[src/rtl/core/geared_servo_multiturn_tracker_macros.svh]
// ----------------------------------------------------------------------------
// Assertion macros for the geared servo multiturn tracker
// Short forms for the clocked checks at the end of the top level.
// ----------------------------------------------------------------------------
`ifndef GEARED_SERVO_MULTITURN_TRACKER_MACROS_SVH
`define GEARED_SERVO_MULTITURN_TRACKER_MACROS_SVH

// same-cycle implication, held off during reset
`define GSMT_ASSERT_NOW(label, clk, rst, ante, cons, msg) \
  label: assert property (@(posedge clk) disable iff (rst) (ante) |-> (cons)) \
    else $error(msg);

// next-cycle implication, held off during reset
`define GSMT_ASSERT_NEXT(label, clk, rst, ante, cons, msg) \
  label: assert property (@(posedge clk) disable iff (rst) (ante) |=> (cons)) \
    else $error(msg);

`endif

[src/rtl/core/gsmt_pkg.sv]
// ----------------------------------------------------------------------------
// gsmt_pkg
// Shared constants, codes and stage item types of the multiturn tracker.
// ----------------------------------------------------------------------------
package gsmt_pkg;

  localparam int ENCODER_BITS_DEF    = 13;
  localparam int TURN_COUNT_BITS_DEF = 24;

  localparam int RAW_MAX_BITS  = 16;  // widest encoder the items carry
  localparam int ANGLE_BITS    = 16;  // 65536 units per turn
  localparam int MOTOR_BITS    = 18;  // signed motor angle
  localparam int POS_BITS      = 40;
  localparam int POS_TURN_BITS = POS_BITS - ANGLE_BITS;
  localparam int ALIGN_BITS    = 14;
  localparam int RATIO_BITS    = 17;
  localparam int PROD_BITS     = MOTOR_BITS + RATIO_BITS + 1;
  localparam int STATUS_BITS   = 2;

  localparam int CFG_INDEX_BITS = 4;
  localparam int CFG_DATA_BITS  = 17;
  localparam int OUT_TDATA_BITS = 64;

  localparam logic [CFG_INDEX_BITS-1:0] CFG_ZERO_POS   = 4'd0;
  localparam logic [CFG_INDEX_BITS-1:0] CFG_INV_RATIO  = 4'd1;
  localparam logic [CFG_INDEX_BITS-1:0] CFG_HOLD_ENTER = 4'd2;
  localparam logic [CFG_INDEX_BITS-1:0] CFG_HOLD_EXIT  = 4'd3;

  localparam logic [ALIGN_BITS-1:0] ALIGN_RESET     = 14'h3FFF;
  localparam logic [RATIO_BITS-1:0] INV_RATIO_RESET = 17'd65536;
  localparam logic [RATIO_BITS-1:0] PROX_IN_RESET   = 17'd655;
  localparam logic [RATIO_BITS-1:0] PROX_OUT_RESET  = 17'd1310;

  localparam logic FUNC_FEEDBACK = 1'b0;
  localparam logic FUNC_TARGET   = 1'b1;

  localparam logic [STATUS_BITS-1:0] ST_FEEDBACK      = 2'd0;
  localparam logic [STATUS_BITS-1:0] ST_REJECTED      = 2'd1;
  localparam logic [STATUS_BITS-1:0] ST_ANTICLOCKWISE = 2'd2;
  localparam logic [STATUS_BITS-1:0] ST_CLOCKWISE     = 2'd3;

  typedef struct packed {
    logic                    func;
    logic [RAW_MAX_BITS-1:0] raw;
    logic [POS_BITS-1:0]     target;
    logic                    override;
  } in_item_t;

  typedef struct packed {
    logic                  func;
    logic [MOTOR_BITS-1:0] motor;
    logic [ANGLE_BITS-1:0] gear;
    logic [POS_BITS-1:0]   target;
    logic                  override;
  } align_item_t;

  typedef struct packed {
    logic                  func;
    logic [ANGLE_BITS-1:0] prod_hi;
    logic [ANGLE_BITS-1:0] gear;
    logic [POS_BITS-1:0]   target;
    logic                  override;
  } mult_item_t;

  typedef struct packed {
    logic                  func;
    logic [POS_BITS-1:0]   position;
    logic [ANGLE_BITS-1:0] shaft;
    logic [POS_BITS-1:0]   target;
    logic                  override;
  } turn_item_t;

  typedef struct packed {
    logic [POS_BITS-1:0]    position;
    logic [ANGLE_BITS-1:0]  shaft;
    logic                   holding;
    logic [STATUS_BITS-1:0] status;
  } out_item_t;

endpackage

[src/rtl/core/gsmt_align.sv]
// ----------------------------------------------------------------------------
// gsmt_align
// Alignment removal, motor wrap detection and gear offset stepping.
// ----------------------------------------------------------------------------
module gsmt_align #(
  parameter int ENCODER_BITS = gsmt_pkg::ENCODER_BITS_DEF
) (
  input  logic                                clk,
  input  logic                                rst,
  input  logic [gsmt_pkg::ALIGN_BITS-1:0]     zero_pos,
  input  logic [gsmt_pkg::RATIO_BITS-1:0]     inv_ratio,
  input  logic                                align_clear,
  input  logic                                in_valid,
  output logic                                in_ready,
  input  gsmt_pkg::in_item_t                  in_item,
  output logic                                out_valid,
  input  logic                                out_ready,
  output gsmt_pkg::align_item_t               out_item
);

  localparam int SHIFT     = gsmt_pkg::ANGLE_BITS - ENCODER_BITS;
  localparam int DIFF_BITS = gsmt_pkg::MOTOR_BITS + 1;
  localparam logic signed [DIFF_BITS-1:0] HALF_POS = DIFF_BITS'(32768);
  localparam logic signed [DIFF_BITS-1:0] HALF_NEG = -DIFF_BITS'(32768);

  logic [ENCODER_BITS-1:0]                captured_align;
  logic                                   align_valid;
  logic signed [gsmt_pkg::MOTOR_BITS-1:0] prev_motor;
  logic [gsmt_pkg::ANGLE_BITS-1:0]        gear_offset;

  logic                                   fire;
  logic                                   feedback;
  logic [ENCODER_BITS-1:0]                raw;
  logic [ENCODER_BITS-1:0]                align_sel;
  logic signed [ENCODER_BITS:0]           enc_diff;
  logic signed [gsmt_pkg::MOTOR_BITS-1:0] motor;
  logic signed [DIFF_BITS-1:0]            dm;
  logic [gsmt_pkg::ANGLE_BITS-1:0]        gear_next;

  assign in_ready = !out_valid || out_ready;
  assign fire     = in_valid && in_ready;
  assign feedback = (in_item.func == gsmt_pkg::FUNC_FEEDBACK);
  assign raw      = in_item.raw[ENCODER_BITS-1:0];

  // negative register selects the captured sample, the first one if none yet
  always_comb begin
    if (zero_pos[gsmt_pkg::ALIGN_BITS-1]) begin
      align_sel = align_valid ? captured_align : raw;
    end else begin
      align_sel = ENCODER_BITS'(zero_pos[gsmt_pkg::ALIGN_BITS-2:0]);
    end
  end

  assign enc_diff = $signed({1'b0, raw}) - $signed({1'b0, align_sel});
  assign motor    = gsmt_pkg::MOTOR_BITS'(enc_diff) <<< SHIFT;
  assign dm       = DIFF_BITS'(motor) - DIFF_BITS'(prev_motor);

  always_comb begin
    if (dm < HALF_NEG) begin
      gear_next = gear_offset + inv_ratio[gsmt_pkg::ANGLE_BITS-1:0];
    end else if (dm > HALF_POS) begin
      gear_next = gear_offset - inv_ratio[gsmt_pkg::ANGLE_BITS-1:0];
    end else begin
      gear_next = gear_offset;
    end
  end

  always_ff @(posedge clk) begin
    if (rst) begin
      captured_align <= '0;
      align_valid    <= 1'b0;
      prev_motor     <= '0;
      gear_offset    <= '0;
    end else begin
      if (align_clear) begin
        align_valid <= 1'b0;
      end else if (fire && feedback && zero_pos[gsmt_pkg::ALIGN_BITS-1] &&
                   !align_valid) begin
        captured_align <= raw;
        align_valid    <= 1'b1;
      end
      if (fire && feedback) begin
        prev_motor  <= motor;
        gear_offset <= gear_next;
      end
    end
  end

  always_ff @(posedge clk) begin
    if (rst) begin
      out_valid <= 1'b0;
    end else if (fire) begin
      out_valid <= 1'b1;
    end else if (out_ready) begin
      out_valid <= 1'b0;
    end
  end

  always_ff @(posedge clk) begin
    if (fire) begin
      out_item.func     <= in_item.func;
      out_item.motor    <= motor;
      out_item.gear     <= gear_next;
      out_item.target   <= in_item.target;
      out_item.override <= in_item.override;
    end
  end

endmodule

[src/rtl/core/gsmt_mult.sv]
// ----------------------------------------------------------------------------
// gsmt_mult
// Scales the motor angle by the inverse gear ratio.
// ----------------------------------------------------------------------------
module gsmt_mult (
  input  logic                            clk,
  input  logic                            rst,
  input  logic [gsmt_pkg::RATIO_BITS-1:0] inv_ratio,
  input  logic                            in_valid,
  output logic                            in_ready,
  input  gsmt_pkg::align_item_t           in_item,
  output logic                            out_valid,
  input  logic                            out_ready,
  output gsmt_pkg::mult_item_t            out_item
);

  logic                                  fire;
  logic signed [gsmt_pkg::PROD_BITS-1:0] prod;

  assign in_ready = !out_valid || out_ready;
  assign fire     = in_valid && in_ready;

  // bits 31:16 are the floored quotient by 65536, already reduced mod 65536
  assign prod = $signed(in_item.motor) * $signed({1'b0, inv_ratio});

  always_ff @(posedge clk) begin
    if (rst) begin
      out_valid <= 1'b0;
    end else if (fire) begin
      out_valid <= 1'b1;
    end else if (out_ready) begin
      out_valid <= 1'b0;
    end
  end

  always_ff @(posedge clk) begin
    if (fire) begin
      out_item.func     <= in_item.func;
      out_item.prod_hi  <= prod[2*gsmt_pkg::ANGLE_BITS-1:gsmt_pkg::ANGLE_BITS];
      out_item.gear     <= in_item.gear;
      out_item.target   <= in_item.target;
      out_item.override <= in_item.override;
    end
  end

endmodule

[src/rtl/core/gsmt_turns.sv]
// ----------------------------------------------------------------------------
// gsmt_turns
// Output shaft angle and whole output turn counting.
// ----------------------------------------------------------------------------
module gsmt_turns #(
  parameter int TURN_COUNT_BITS = gsmt_pkg::TURN_COUNT_BITS_DEF
) (
  input  logic                 clk,
  input  logic                 rst,
  input  logic                 in_valid,
  output logic                 in_ready,
  input  gsmt_pkg::mult_item_t in_item,
  output logic                 out_valid,
  input  logic                 out_ready,
  output gsmt_pkg::turn_item_t out_item
);

  localparam int DIFF_BITS = gsmt_pkg::ANGLE_BITS + 1;
  localparam logic signed [DIFF_BITS-1:0] HALF_POS = DIFF_BITS'(32768);
  localparam logic signed [DIFF_BITS-1:0] HALF_NEG = -DIFF_BITS'(32768);

  logic [gsmt_pkg::ANGLE_BITS-1:0] prev_shaft;
  logic [TURN_COUNT_BITS-1:0]      turn_count;

  logic                            fire;
  logic                            feedback;
  logic [gsmt_pkg::ANGLE_BITS-1:0] shaft_new;
  logic signed [DIFF_BITS-1:0]     ds;
  logic [TURN_COUNT_BITS-1:0]      turn_next;
  logic [TURN_COUNT_BITS-1:0]      sel_turn;
  logic [gsmt_pkg::ANGLE_BITS-1:0] sel_shaft;
  logic [gsmt_pkg::POS_BITS-1:0]   position;

  assign in_ready  = !out_valid || out_ready;
  assign fire      = in_valid && in_ready;
  assign feedback  = (in_item.func == gsmt_pkg::FUNC_FEEDBACK);
  assign shaft_new = in_item.gear + in_item.prod_hi;
  assign ds        = $signed({1'b0, shaft_new}) - $signed({1'b0, prev_shaft});

  always_comb begin
    if (ds < HALF_NEG) begin
      turn_next = turn_count + TURN_COUNT_BITS'(1);
    end else if (ds > HALF_POS) begin
      turn_next = turn_count - TURN_COUNT_BITS'(1);
    end else begin
      turn_next = turn_count;
    end
  end

  // a target item reports the position left by the last feedback item
  assign sel_turn  = feedback ? turn_next : turn_count;
  assign sel_shaft = feedback ? shaft_new : prev_shaft;
  assign position  = {gsmt_pkg::POS_TURN_BITS'($signed(sel_turn)), sel_shaft};

  always_ff @(posedge clk) begin
    if (rst) begin
      prev_shaft <= '0;
      turn_count <= '0;
    end else if (fire && feedback) begin
      prev_shaft <= shaft_new;
      turn_count <= turn_next;
    end
  end

  always_ff @(posedge clk) begin
    if (rst) begin
      out_valid <= 1'b0;
    end else if (fire) begin
      out_valid <= 1'b1;
    end else if (out_ready) begin
      out_valid <= 1'b0;
    end
  end

  always_ff @(posedge clk) begin
    if (fire) begin
      out_item.func     <= in_item.func;
      out_item.position <= position;
      out_item.shaft    <= sel_shaft;
      out_item.target   <= in_item.target;
      out_item.override <= in_item.override;
    end
  end

endmodule

[src/rtl/core/gsmt_hold.sv]
// ----------------------------------------------------------------------------
// gsmt_hold
// Hold hysteresis against the target and set-target handling.
// ----------------------------------------------------------------------------
module gsmt_hold (
  input  logic                            clk,
  input  logic                            rst,
  input  logic [gsmt_pkg::RATIO_BITS-1:0] hold_enter,
  input  logic [gsmt_pkg::RATIO_BITS-1:0] hold_exit,
  input  logic                            in_valid,
  output logic                            in_ready,
  input  gsmt_pkg::turn_item_t            in_item,
  output logic                            out_valid,
  input  logic                            out_ready,
  output gsmt_pkg::out_item_t             out_item
);

  localparam int DIFF_BITS = gsmt_pkg::POS_BITS + 2;

  logic signed [gsmt_pkg::POS_BITS-1:0] target_pos;
  logic                                 hold_flag;

  logic                                 fire;
  logic                                 feedback;
  logic signed [DIFF_BITS-1:0]          diff;
  logic signed [DIFF_BITS-1:0]          pin;
  logic signed [DIFF_BITS-1:0]          pout;
  logic                                 near;
  logic                                 far;
  logic                                 rejected;
  logic                                 hold_next;
  logic [gsmt_pkg::STATUS_BITS-1:0]     status;

  assign in_ready = !out_valid || out_ready;
  assign fire     = in_valid && in_ready;
  assign feedback = (in_item.func == gsmt_pkg::FUNC_FEEDBACK);

  assign diff = DIFF_BITS'(target_pos) - DIFF_BITS'($signed(in_item.position));
  assign pin  = $signed(DIFF_BITS'(hold_enter));
  assign pout = $signed(DIFF_BITS'(hold_exit));

  // distance compared on both sides of zero instead of taking its magnitude
  assign near = (diff < pin) && (diff > -pin);
  assign far  = (diff > pout) || (diff < -pout);

  assign rejected = !hold_flag && !in_item.override;

  always_comb begin
    if (feedback) begin
      hold_next = (hold_flag || near) && !far;
      status    = gsmt_pkg::ST_FEEDBACK;
    end else begin
      hold_next = hold_flag;
      if (rejected) begin
        status = gsmt_pkg::ST_REJECTED;
      end else if ($signed(in_item.target) < target_pos) begin
        status = gsmt_pkg::ST_ANTICLOCKWISE;
      end else begin
        status = gsmt_pkg::ST_CLOCKWISE;
      end
    end
  end

  always_ff @(posedge clk) begin
    if (rst) begin
      target_pos <= '0;
      hold_flag  <= 1'b1;
    end else if (fire) begin
      hold_flag <= hold_next;
      if (!feedback && !rejected) begin
        target_pos <= $signed(in_item.target);
      end
    end
  end

  always_ff @(posedge clk) begin
    if (rst) begin
      out_valid <= 1'b0;
    end else if (fire) begin
      out_valid <= 1'b1;
    end else if (out_ready) begin
      out_valid <= 1'b0;
    end
  end

  always_ff @(posedge clk) begin
    if (fire) begin
      out_item.position <= in_item.position;
      out_item.shaft    <= in_item.shaft;
      out_item.holding  <= hold_next;
      out_item.status   <= status;
    end
  end

endmodule

[src/rtl/core/geared_servo_multiturn_tracker.sv]
// ----------------------------------------------------------------------------
// geared_servo_multiturn_tracker
// Multiturn output shaft tracking of a geared servo from motor encoder items.
// ----------------------------------------------------------------------------
// The block takes one item per clock while the result side is not stalled,
// and returns one result per item, in order. Work runs through an input
// register and four stages (alignment and gear offset, ratio multiply,
// shaft angle and turn count, hold and target), each of which updates its
// own carried state as it takes an item, so items may follow each other in
// every cycle when not stalled; results leave the hold and target register.
// Angles carry 65536 units per output turn. The configuration channel is
// always ready and is meant to be written only while no item is in flight.
module geared_servo_multiturn_tracker #(
  parameter int ENCODER_BITS    = gsmt_pkg::ENCODER_BITS_DEF,
  parameter int TURN_COUNT_BITS = gsmt_pkg::TURN_COUNT_BITS_DEF
) (
  input  logic                                clk,
  input  logic                                rst,
  // raw_angle, target, override (from bit 0), zero padded
  input  logic [(ENCODER_BITS + gsmt_pkg::POS_BITS + 8) / 8 * 8 - 1:0] s_axis_tdata,
  // func
  input  logic [0:0]                          s_axis_tuser,
  input  logic                                s_axis_tvalid,
  output logic                                s_axis_tready,
  // position, shaft_angle, holding (from bit 0), zero padded
  output logic [gsmt_pkg::OUT_TDATA_BITS-1:0] m_axis_tdata,
  // status
  output logic [gsmt_pkg::STATUS_BITS-1:0]    m_axis_tuser,
  output logic                                m_axis_tvalid,
  input  logic                                m_axis_tready,
  input  logic                                cfg_valid,
  output logic                                cfg_ready,
  input  logic [gsmt_pkg::CFG_INDEX_BITS-1:0] cfg_index,
  input  logic [gsmt_pkg::CFG_DATA_BITS-1:0]  cfg_data
);

  localparam int OUT_PAD_BITS  =
    gsmt_pkg::OUT_TDATA_BITS - gsmt_pkg::POS_BITS - gsmt_pkg::ANGLE_BITS - 1;

  logic [gsmt_pkg::ALIGN_BITS-1:0] zero_pos;
  logic [gsmt_pkg::RATIO_BITS-1:0] inv_ratio;
  logic [gsmt_pkg::RATIO_BITS-1:0] hold_enter;
  logic [gsmt_pkg::RATIO_BITS-1:0] hold_exit;
  logic                            cfg_fire;
  logic                            align_clear;

  logic                            in_valid;
  gsmt_pkg::in_item_t              in_item;
  logic                            s_fire;

  logic                            align_ready;
  logic                            align_valid;
  gsmt_pkg::align_item_t           align_item;
  logic                            mult_ready;
  logic                            mult_valid;
  gsmt_pkg::mult_item_t            mult_item;
  logic                            turn_ready;
  logic                            turn_valid;
  gsmt_pkg::turn_item_t            turn_item;
  logic                            hold_ready;
  gsmt_pkg::out_item_t             out_item;

  logic                            shaft_matches;
  logic                            res_holding;
  logic                            res_rejected;
  logic                            res_accepted;
  logic                            sink_free;
  logic                            ovr_taken;

  // configuration registers
  assign cfg_ready   = 1'b1;
  assign cfg_fire    = cfg_valid && cfg_ready;
  assign align_clear = cfg_fire && (cfg_index == gsmt_pkg::CFG_ZERO_POS);

  always_ff @(posedge clk) begin
    if (rst) begin
      zero_pos   <= gsmt_pkg::ALIGN_RESET;
      inv_ratio  <= gsmt_pkg::INV_RATIO_RESET;
      hold_enter <= gsmt_pkg::PROX_IN_RESET;
      hold_exit  <= gsmt_pkg::PROX_OUT_RESET;
    end else if (cfg_fire) begin
      case (cfg_index)
        gsmt_pkg::CFG_ZERO_POS: begin
          zero_pos <= cfg_data[gsmt_pkg::ALIGN_BITS-1:0];
        end
        gsmt_pkg::CFG_INV_RATIO: begin
          inv_ratio <= cfg_data;
        end
        gsmt_pkg::CFG_HOLD_ENTER: begin
          hold_enter <= cfg_data;
        end
        gsmt_pkg::CFG_HOLD_EXIT: begin
          hold_exit <= cfg_data;
        end
        default: begin
          // drop writes to unknown registers
        end
      endcase
    end
  end

  // input register
  assign s_axis_tready = !in_valid || align_ready;
  assign s_fire        = s_axis_tvalid && s_axis_tready;

  always_ff @(posedge clk) begin
    if (rst) begin
      in_valid <= 1'b0;
    end else if (s_fire) begin
      in_valid <= 1'b1;
    end else if (align_ready) begin
      in_valid <= 1'b0;
    end
  end

  always_ff @(posedge clk) begin
    if (s_fire) begin
      in_item.func     <= s_axis_tuser[0];
      in_item.raw      <= gsmt_pkg::RAW_MAX_BITS'(s_axis_tdata[ENCODER_BITS-1:0]);
      in_item.target   <= s_axis_tdata[ENCODER_BITS +: gsmt_pkg::POS_BITS];
      in_item.override <= s_axis_tdata[ENCODER_BITS + gsmt_pkg::POS_BITS];
    end
  end

  gsmt_align #(
    .ENCODER_BITS (ENCODER_BITS)
  ) u_align (
    .clk         (clk),
    .rst         (rst),
    .zero_pos    (zero_pos),
    .inv_ratio   (inv_ratio),
    .align_clear (align_clear),
    .in_valid    (in_valid),
    .in_ready    (align_ready),
    .in_item     (in_item),
    .out_valid   (align_valid),
    .out_ready   (mult_ready),
    .out_item    (align_item)
  );

  gsmt_mult u_mult (
    .clk       (clk),
    .rst       (rst),
    .inv_ratio (inv_ratio),
    .in_valid  (align_valid),
    .in_ready  (mult_ready),
    .in_item   (align_item),
    .out_valid (mult_valid),
    .out_ready (turn_ready),
    .out_item  (mult_item)
  );

  gsmt_turns #(
    .TURN_COUNT_BITS (TURN_COUNT_BITS)
  ) u_turns (
    .clk       (clk),
    .rst       (rst),
    .in_valid  (mult_valid),
    .in_ready  (turn_ready),
    .in_item   (mult_item),
    .out_valid (turn_valid),
    .out_ready (hold_ready),
    .out_item  (turn_item)
  );

  gsmt_hold u_hold (
    .clk        (clk),
    .rst        (rst),
    .hold_enter (hold_enter),
    .hold_exit  (hold_exit),
    .in_valid   (turn_valid),
    .in_ready   (hold_ready),
    .in_item    (turn_item),
    .out_valid  (m_axis_tvalid),
    .out_ready  (m_axis_tready),
    .out_item   (out_item)
  );

  assign m_axis_tdata = {{OUT_PAD_BITS{1'b0}}, out_item.holding, out_item.shaft,
                         out_item.position};
  assign m_axis_tuser = out_item.status;

  // views of the ports for the checks below
  assign shaft_matches = m_axis_tdata[gsmt_pkg::POS_BITS +: gsmt_pkg::ANGLE_BITS] ==
                         m_axis_tdata[gsmt_pkg::ANGLE_BITS-1:0];
  assign res_holding   = m_axis_tdata[gsmt_pkg::POS_BITS + gsmt_pkg::ANGLE_BITS];
  assign res_rejected  = m_axis_tvalid && (m_axis_tuser == gsmt_pkg::ST_REJECTED);
  assign res_accepted  = m_axis_tvalid && (m_axis_tuser != gsmt_pkg::ST_REJECTED);
  assign sink_free     = !m_axis_tvalid || m_axis_tready;
  assign ovr_taken     = turn_valid && hold_ready &&
                         (turn_item.func == gsmt_pkg::FUNC_TARGET) && turn_item.override;

  `include "geared_servo_multiturn_tracker_macros.svh"

  `GSMT_ASSERT_NOW(a_shaft_pos, clk, rst, m_axis_tvalid, shaft_matches, "shaft mismatch")
  `GSMT_ASSERT_NOW(a_reject_hold, clk, rst, res_rejected, !res_holding, "held on reject")
  `GSMT_ASSERT_NOW(a_no_stall, clk, rst, sink_free, s_axis_tready, "input stalled")
  `GSMT_ASSERT_NEXT(a_override, clk, rst, ovr_taken, res_accepted, "override refused")

endmodule
[config.mk]
export PLATFORM = sky130hd
export DESIGN_NAME = geared_servo_multiturn_tracker
export DESIGN_NICKNAME = d
export VERILOG_FILES = /design/src/rtl/core/gsmt_pkg.sv /design/src/rtl/core/gsmt_align.sv /design/src/rtl/core/gsmt_mult.sv /design/src/rtl/core/gsmt_turns.sv /design/src/rtl/core/gsmt_hold.sv /design/src/rtl/core/geared_servo_multiturn_tracker.sv
export VERILOG_INCLUDE_DIRS = /design/src /design/src/rtl/core
export SDC_FILE = /design/constraint.sdc
export NUM_CORES = 2
export LEC_CHECK = 0
export BUFFER_PORTS_ARGS = -buffer_cell sky130_fd_sc_hd__buf_2
export CORE_MARGIN = 2
export CORE_UTILIZATION = 40
export DETAILED_ROUTE_END_ITERATION = 8
export SYNTH_ARGS = -nofsm -noshare
export SYNTH_HDL_FRONTEND = slang
export SYNTH_HIERARCHICAL = 1
export SYNTH_SLANG_ARGS = --single-unit
[constraint.sdc]
create_clock -name clk -period 9.2 [get_ports clk]
set_clock_uncertainty 0.15 [all_clocks]
set_input_delay 1.84 -clock clk [delete_from_list [all_inputs] [get_ports clk]]
set_output_delay 1.84 -clock clk [all_outputs]
set_load 0.01 [all_outputs]
* Word-level counts from Yosys, hierarchy flattened
Cells that the tools add are included.
** Word-level totals
- Memories kept :: 0
- Output and inout bits :: 69
- Memory bits (writable) :: 0
- Bits in registers :: 553
- Bits in read-only memories :: 0
- Logic and storage cells :: 135
- Input bits :: 83
- Bits in latches :: 0
** Cells by class
- Shift-type cells :: 0
- $add $sub $neg :: 11
- Reduce and logical (&&, ||, !) cells :: 45
- Eq/ne operators :: 3
- Divide/modulo/power cells :: 0
- Multiply operators :: 1
- Bitwise operators :: 4
- Multiplexer cells :: 21
- Order comparisons :: 9
** Operators with widths (count)
- $neg 17->42 :: 2
- $mux 24 :: 3
- $mux 16 :: 3
- $gt 42x18->1 :: 1
- $gt 42x42->1 :: 1
- $lt 42x18->1 :: 1
- $lt 42x42->1 :: 1
- $sub 40x40->41 :: 1
- $lt 40x40->1 :: 1
- $add 16x16->16 :: 2
- $mul 14x18->29 :: 1
- $mux 13 :: 2
- $add 24x1->24 const B :: 1
- $sub 24x1->24 const B :: 1
- $gt 19x17->1 const B :: 1
- $lt 19x16->1 const B :: 1
- $sub 17x17->18 :: 1
- $gt 17x17->1 const B :: 1
- $lt 17x16->1 const B :: 1
- $sub 16x16->17 :: 1
- $sub 16x16->16 :: 1
- $logic_and 1x1->1 :: 14
- $sub 13x13->14 :: 1
- $mux 1 :: 13
- other kinds (9) :: 38

* Logic depth before layout (Yosys ltp)
- Depth after elaboration :: 10
- Depth in mapped cells :: 27
- Mapped depth without buffers :: 24

* Hierarchy
Netlist, hierarchy kept.
** Modules (own cells, without submodules)
- gsmt_mult :: area an instance 12772.2 um^2, seq. area each 2242.2 um^2, cells an instance 1261, instances 1
- gsmt_hold :: area an instance 10213.5 um^2, seq. area each 2612.5 um^2, cells an instance 1220, instances 1
- gsmt_turns :: area an instance 8230.4 um^2, seq. area each 3283.1 um^2, cells an instance 904, instances 1
- gsmt_align :: area an instance 7603.5 um^2, seq. area each 3062.9 um^2, cells an instance 793, instances 1
- geared_servo_multiturn_tracker :: area an instance 4400.5 um^2, seq. area each 2972.9 um^2, cells an instance 321, instances 1

* Worst setup path before layout
No wires, ideal clock.
- Path kind :: reg-to-reg
- Start point :: register, netlist name u_align/out_item[73]
- End point :: register u_mult/out_item[69] (netlist bit), data pin
- Data arrival time :: 5.723 ns
- Setup time :: 0.259 ns
- Path buffers :: 2
- Slack :: 3.068 ns
- Period minus slack after synthesis :: 6.132 ns
- Data required time :: 8.791 ns
- Cell stages (with the launch flop) :: 22
- Cell sequence :: edfxtp_1 > buf_4 > clkbuf_1 > and2_1 > fa_1 > inv_1 > fa_1 > inv_1 > fa_1 > fa_1 > fa_1 > inv_1 > fa_1 > inv_1 > ha_1 > a21oi_1 > o21ai_1 > nand3_1 > o311ai_1 > a221o_2 > a21oi_2 > xnor2_1
** Between the ends
- Word-level cells in the longest chain between the ends :: 1
** Ends and longest elaborated chain
- $mul 14x18->29 :: RTL line gsmt_mult.sv:24 : assign prod = $signed(in_item.motor) * $signed({1'b0, inv_ratio});
- via u_mult.prod, one bit :: RTL line gsmt_mult.sv:18 : logic signed [gsmt_pkg::PROD_BITS-1:0] prod;
- to (decl) :: RTL line gsmt_mult.sv:14 : output gsmt_pkg::mult_item_t out_item
The timed path passes the listed nets, and every way through them passes these cells.
A chain may end at the register's enable or synchronous reset.

* Worst setup path in the final report
- Start point :: register u_align.align_valid
- End point :: register u_align/gear_offset[5] (netlist bit)
** Between the ends
- Word-level cells in the longest chain between the ends :: 7
- Elaborated cells between the ends (all ways) :: 8
- Those cells by class :: add/sub (2); order compare (2); mux (4)
** Ends and longest elaborated chain
- from (decl) :: RTL line gsmt_align.sv:27 : logic align_valid;
- from (signal assigned) :: RTL line gsmt_align.sv:71 : align_valid <= 1'b0;
- from (signal assigned) :: RTL line gsmt_align.sv:76 : align_valid <= 1'b0;
- from (signal assigned) :: RTL line gsmt_align.sv:80 : align_valid <= 1'b1;
- $mux 13 (*) :: RTL line gsmt_align.sv:48 : align_sel = align_valid ? captured_align : raw;
- $mux 13 (*) :: RTL line gsmt_align.sv:47 : if (zero_pos[gsmt_pkg::ALIGN_BITS-1]) begin
- $sub 13x13->14 (*) :: RTL line gsmt_align.sv:54 : assign enc_diff = $signed({1'b0, raw}) - $signed({1'b0, align_sel});
- via u_align.enc_diff[10] :: RTL line gsmt_align.sv:35 : logic signed [ENCODER_BITS:0] enc_diff;
- $sub 17x17->18 (*) :: RTL line gsmt_align.sv:56 : assign dm = DIFF_BITS'(motor) - DIFF_BITS'(prev_motor);
- $gt 19x17->1 :: RTL line gsmt_align.sv:61 : end else if (dm > HALF_POS) begin
- $mux 16 :: RTL line gsmt_align.sv:61
- $mux 16 (*) :: RTL line gsmt_align.sv:59 : if (dm < HALF_NEG) begin
- to (signal assigned) :: RTL line gsmt_align.sv:84 : gear_offset <= gear_next;
- to (decl) :: RTL line gsmt_align.sv:29 : logic [gsmt_pkg::ANGLE_BITS-1:0] gear_offset;
Mark *: on every way through the listed nets, which the timed path passes. The rest lies on a longest branch.

==> key figures <==
Status
  • Status: completed

Floorplan
  • DIE HEIGHT: between 300 and 400 um
  • Core area: 107000 um^2
  • Initial Util: 0.404
  • Die X: roughly 330 um
  • # IOs: 152
  • Row count: 120
  • Full die area: 111000 um^2

Yosys
  • Top_reg_cell synth: edfxtp_1
  • Syn_area_per_cell: a little under 10 um^2
  • Netlist Area Pre-Place: 43200 um^2
  • Sequential-to-total area share from yosys stat: 0.328
  • #FFs+latches synth: ~540
  • EDFF count, synth: ~340
  • Synth warn: 6
  • Post-Synthesis Cells: 4499
  • Synth cell types: ~140
  • Synth async-reset ratio: 0

Clock network
  • TritonCTS clock tree: yes
  • Clock buffer depth: 3
  • Clock Pin Slew Worst Setup and Hold Paths: about 0.060 ns
  • Num CTS Buffers: 57
  • Post-CTS Setup Bufs: 0
  • CTS-repair resized insts: 0
  • CTS Hold Bufs: 0
  • Worst-skew pair later-pin latency: about 0.64 ns
  • Clock Sinks: 537
  • # H-tree levels: 2
  • Root buf cell: clkbuf_16

Timing
  • Final setup viols: 0
  • Slew Limit Fails: 0
  • Tightest Pin Transition: 1.17 ns
  • Relative slew slack: 0.216
  • Final setup TNS: 0 ns
  • Achievable clock frequency: roughly 0.14 GHz
  • RSZ-0062 raised after global routing: no
  • Crit share post-route: 0.757
  • Post-layout minimum cycle time: 6.96 ns
  • Fin. Hold Viols: 0

Route
  • Drt pass-1 iters: 5
  • Vias/cell: 5.39
  • WL/cell: 18.9 um
  • DR iter-0 viols: around 2200
  • Final WL: 113000 um
  • Post-route ant nets: 0
  • DRC Markers: 0
  • DR vias: ~32000

GRT
  • Gr ovfl total: 0
  • Largest net degree at the start of global routing: between 80 and 90
  • Total Routing Usage GR: 0.203
  • Antenna violations before repair: 10
  • First-pass GRT wire length: between 150000 and 200000 um
  • Vias in the first global route: roughly 32000

Placement
  • Area after DPL: about 45000 um^2
  • HPWL after detailed placement: ~85000 um
  • Routability cong.: between 0.9 and 1
  • Port Buffers: 141

Setup path
  • CP endpoint kind: flip-flop
  • Startpoint Class: flip-flop
  • CP Class: reg -> reg
  • CP required: between 9 and 10 ns
  • CP Max Fanout: 16
  • CP Data Arrival Time: approximately 7.4 ns

Finish
  • Area of the multi-input gates: 25700 um^2
  • Synth-to-layout area growth: 8.74%
  • Layout cell share with drive strength beyond 1: 0.0913
  • Ant. Diodes: 0
  • Register Area: 14200 um^2
  • Finished Cell Area: roughly 47000 um^2
  • Net count, final: 5267
  • Filler cells: between 10000 and 15000

Power
  • Max IR drop VDD: ~0.00018 V
  • PwrDens: around 160 nW/um^2
  • LEAKAGE: between 15 and 20 nW

Flow run
  • Max cap viols: 0

Hold path
  • HP Class: reg -> reg
==> cells by family (layout without fill, tap and decap cells) <==
kind of cell,count (synthesis),count (layout),share of synthesized area
DFF,537,537,0.328
AOI/OAI and AO/OA,813,813,0.132
muxes,111,111,0.0265
adders and majority gates,652,652,0.238
other,3,11,0.000261
xor gates and xnor gates,138,138,0.0286
and+or+nand+nor,1415,1415,0.168
buffers and inverters,830,903,0.0780
==> cell usage after synthesis, types with 43 or more instances <==
master    instances  area (um^2)
xnor2_1          93          815
xor2_1           43          377
edfxtp_1        342        10300
nand2_1         466         1750
inv_1           618         2320
nor2_1          202          758
nor3_1           67          335
mux2i_1          91          911
ha_1            363         4540
dfxtp_1         195         3900
fa_1            287         5750
nand2b_1         94          588
nor2b_1          54          338
clkbuf_1        140          526
nand4_1          59          369
a21o_1           49          368
and2_1          198         1240
nand3_1          81          405
o21ai_0         114          571
a21oi_1         256         1280
==> through the flow <==
stage	total power, W	instances	hold WS (ns)	worst slack [ns]	utilization
final	0.00754	5983	0.253	2.24	0.439
after CTS	0.00758	5983	0.258	2.32	0.439
after global placement	0.00504	5878	0.252	2.44	0.420
after global routing	0.00793	5983	0.269	1.80	0.439
after floorplan	0.00453	4507	0.250	3.07	-
after detailed placement	0.00507	5878	0.255	2.39	0.420
==> flip-flops by register name, summed over array words and instances, names as in the netlist <==
register and cells:
u_align/gear_offset 16, in_item 55, u_mult/out_item 74, u_align/out_valid 1
in_valid 1, u_turns/turn_count 24, u_align/prev_motor 14, u_align/captured_align 13
zero_pos 14, u_hold/target_pos 40, u_hold/out_item 59, u_turns/prev_shaft 16
u_turns/out_valid 1, u_hold/out_valid 1, u_align/out_item 72, u_align/align_valid 1
u_hold/hold_flag 1, u_mult/out_valid 1, inv_ratio 17, u_turns/out_item 82
hold_enter 17, hold_exit 17
==> worst paths after layout <==
kind / endpoint / slack [ns] / startpoint / cells after the start
setup / recovery: u_align/gear_offset[5] / 2.24 / u_align/align_valid / 21
hold reg to reg: u_mult/out_item[46] / 0.25 / u_align/out_item[46] / 0
setup reg to reg: u_align/gear_offset[5] / 2.24 / u_align/align_valid / 21
hold / removal: u_mult/out_item[46] / 0.25 / u_align/out_item[46] / 0
==> where the power goes <==
part / switching [W] / internal [W] / leakage (nW)
clock network: 0.00102 / 0.00147 / 0.985
registers: 0.000140 / 0.00274 / 4.76
logic: 0.00139 / 0.000788 / 14.1
==> critical path: stages, from the launching register on <==
cell and delay [ns]:
dfxtp_1 0.90, mux2i_1 0.17, a21oi_1 0.19, ha_1 0.19
inv_1 0.06, fa_1 0.40, nand3_1 0.10, a21boi_0 0.10
o21ai_0 0.36, a21boi_0 0.19, o21ai_0 0.24, a21oi_1 0.15
nor2_1 0.22, xnor2_1 0.23, ha_1 0.41, and3_1 0.24
a2111oi_2 0.35, o311ai_2 0.22, o41a_4 0.60, o31ai_4 0.75
a222oi_1 0.39, a211oi_1 0.26
==> placed cells by master (no fill, tap or decap), types with 91 or more instances in the layout <==
cell	Yosys	layout
nand2b_1	94	94
buf_2	14	140
a21oi_1	256	256
xnor2_1	93	93
o21ai_0	114	114
inv_1	618	615
and2_1	198	196
edfxtp_1	342	342
dfxtp_1	195	195
nand2_1	466	466
ha_1	363	363
fa_1	287	287
mux2i_1	91	91
nor2_1	202	200
==> routing by layer <==
| metal | global-route usage | share of wire | vias up |
|---|---|---|---|
| li1 | - | - | 15500 |
| met1 | 0.283 | 0.47 | 15800 |
| met2 | 0.332 | 0.46 | 839 |
| met3 | 0.0279 | 0.053 | 152 |
| met4 | 0.0481 | 0.021 | 2 |
| met5 | 0 | 0.00011 | - |
==> cell type report <==
type                       instances  area share
inverter                         620      0.0496
tap                             1403      0.0374
multi-input combinational       3140       0.547
sequential                       537       0.302
clock buffer                      59      0.0310
clock inverter                    46      0.0120
timing repair buffer             178      0.0211
Note: power is estimated with default switching activity, not from simulation.
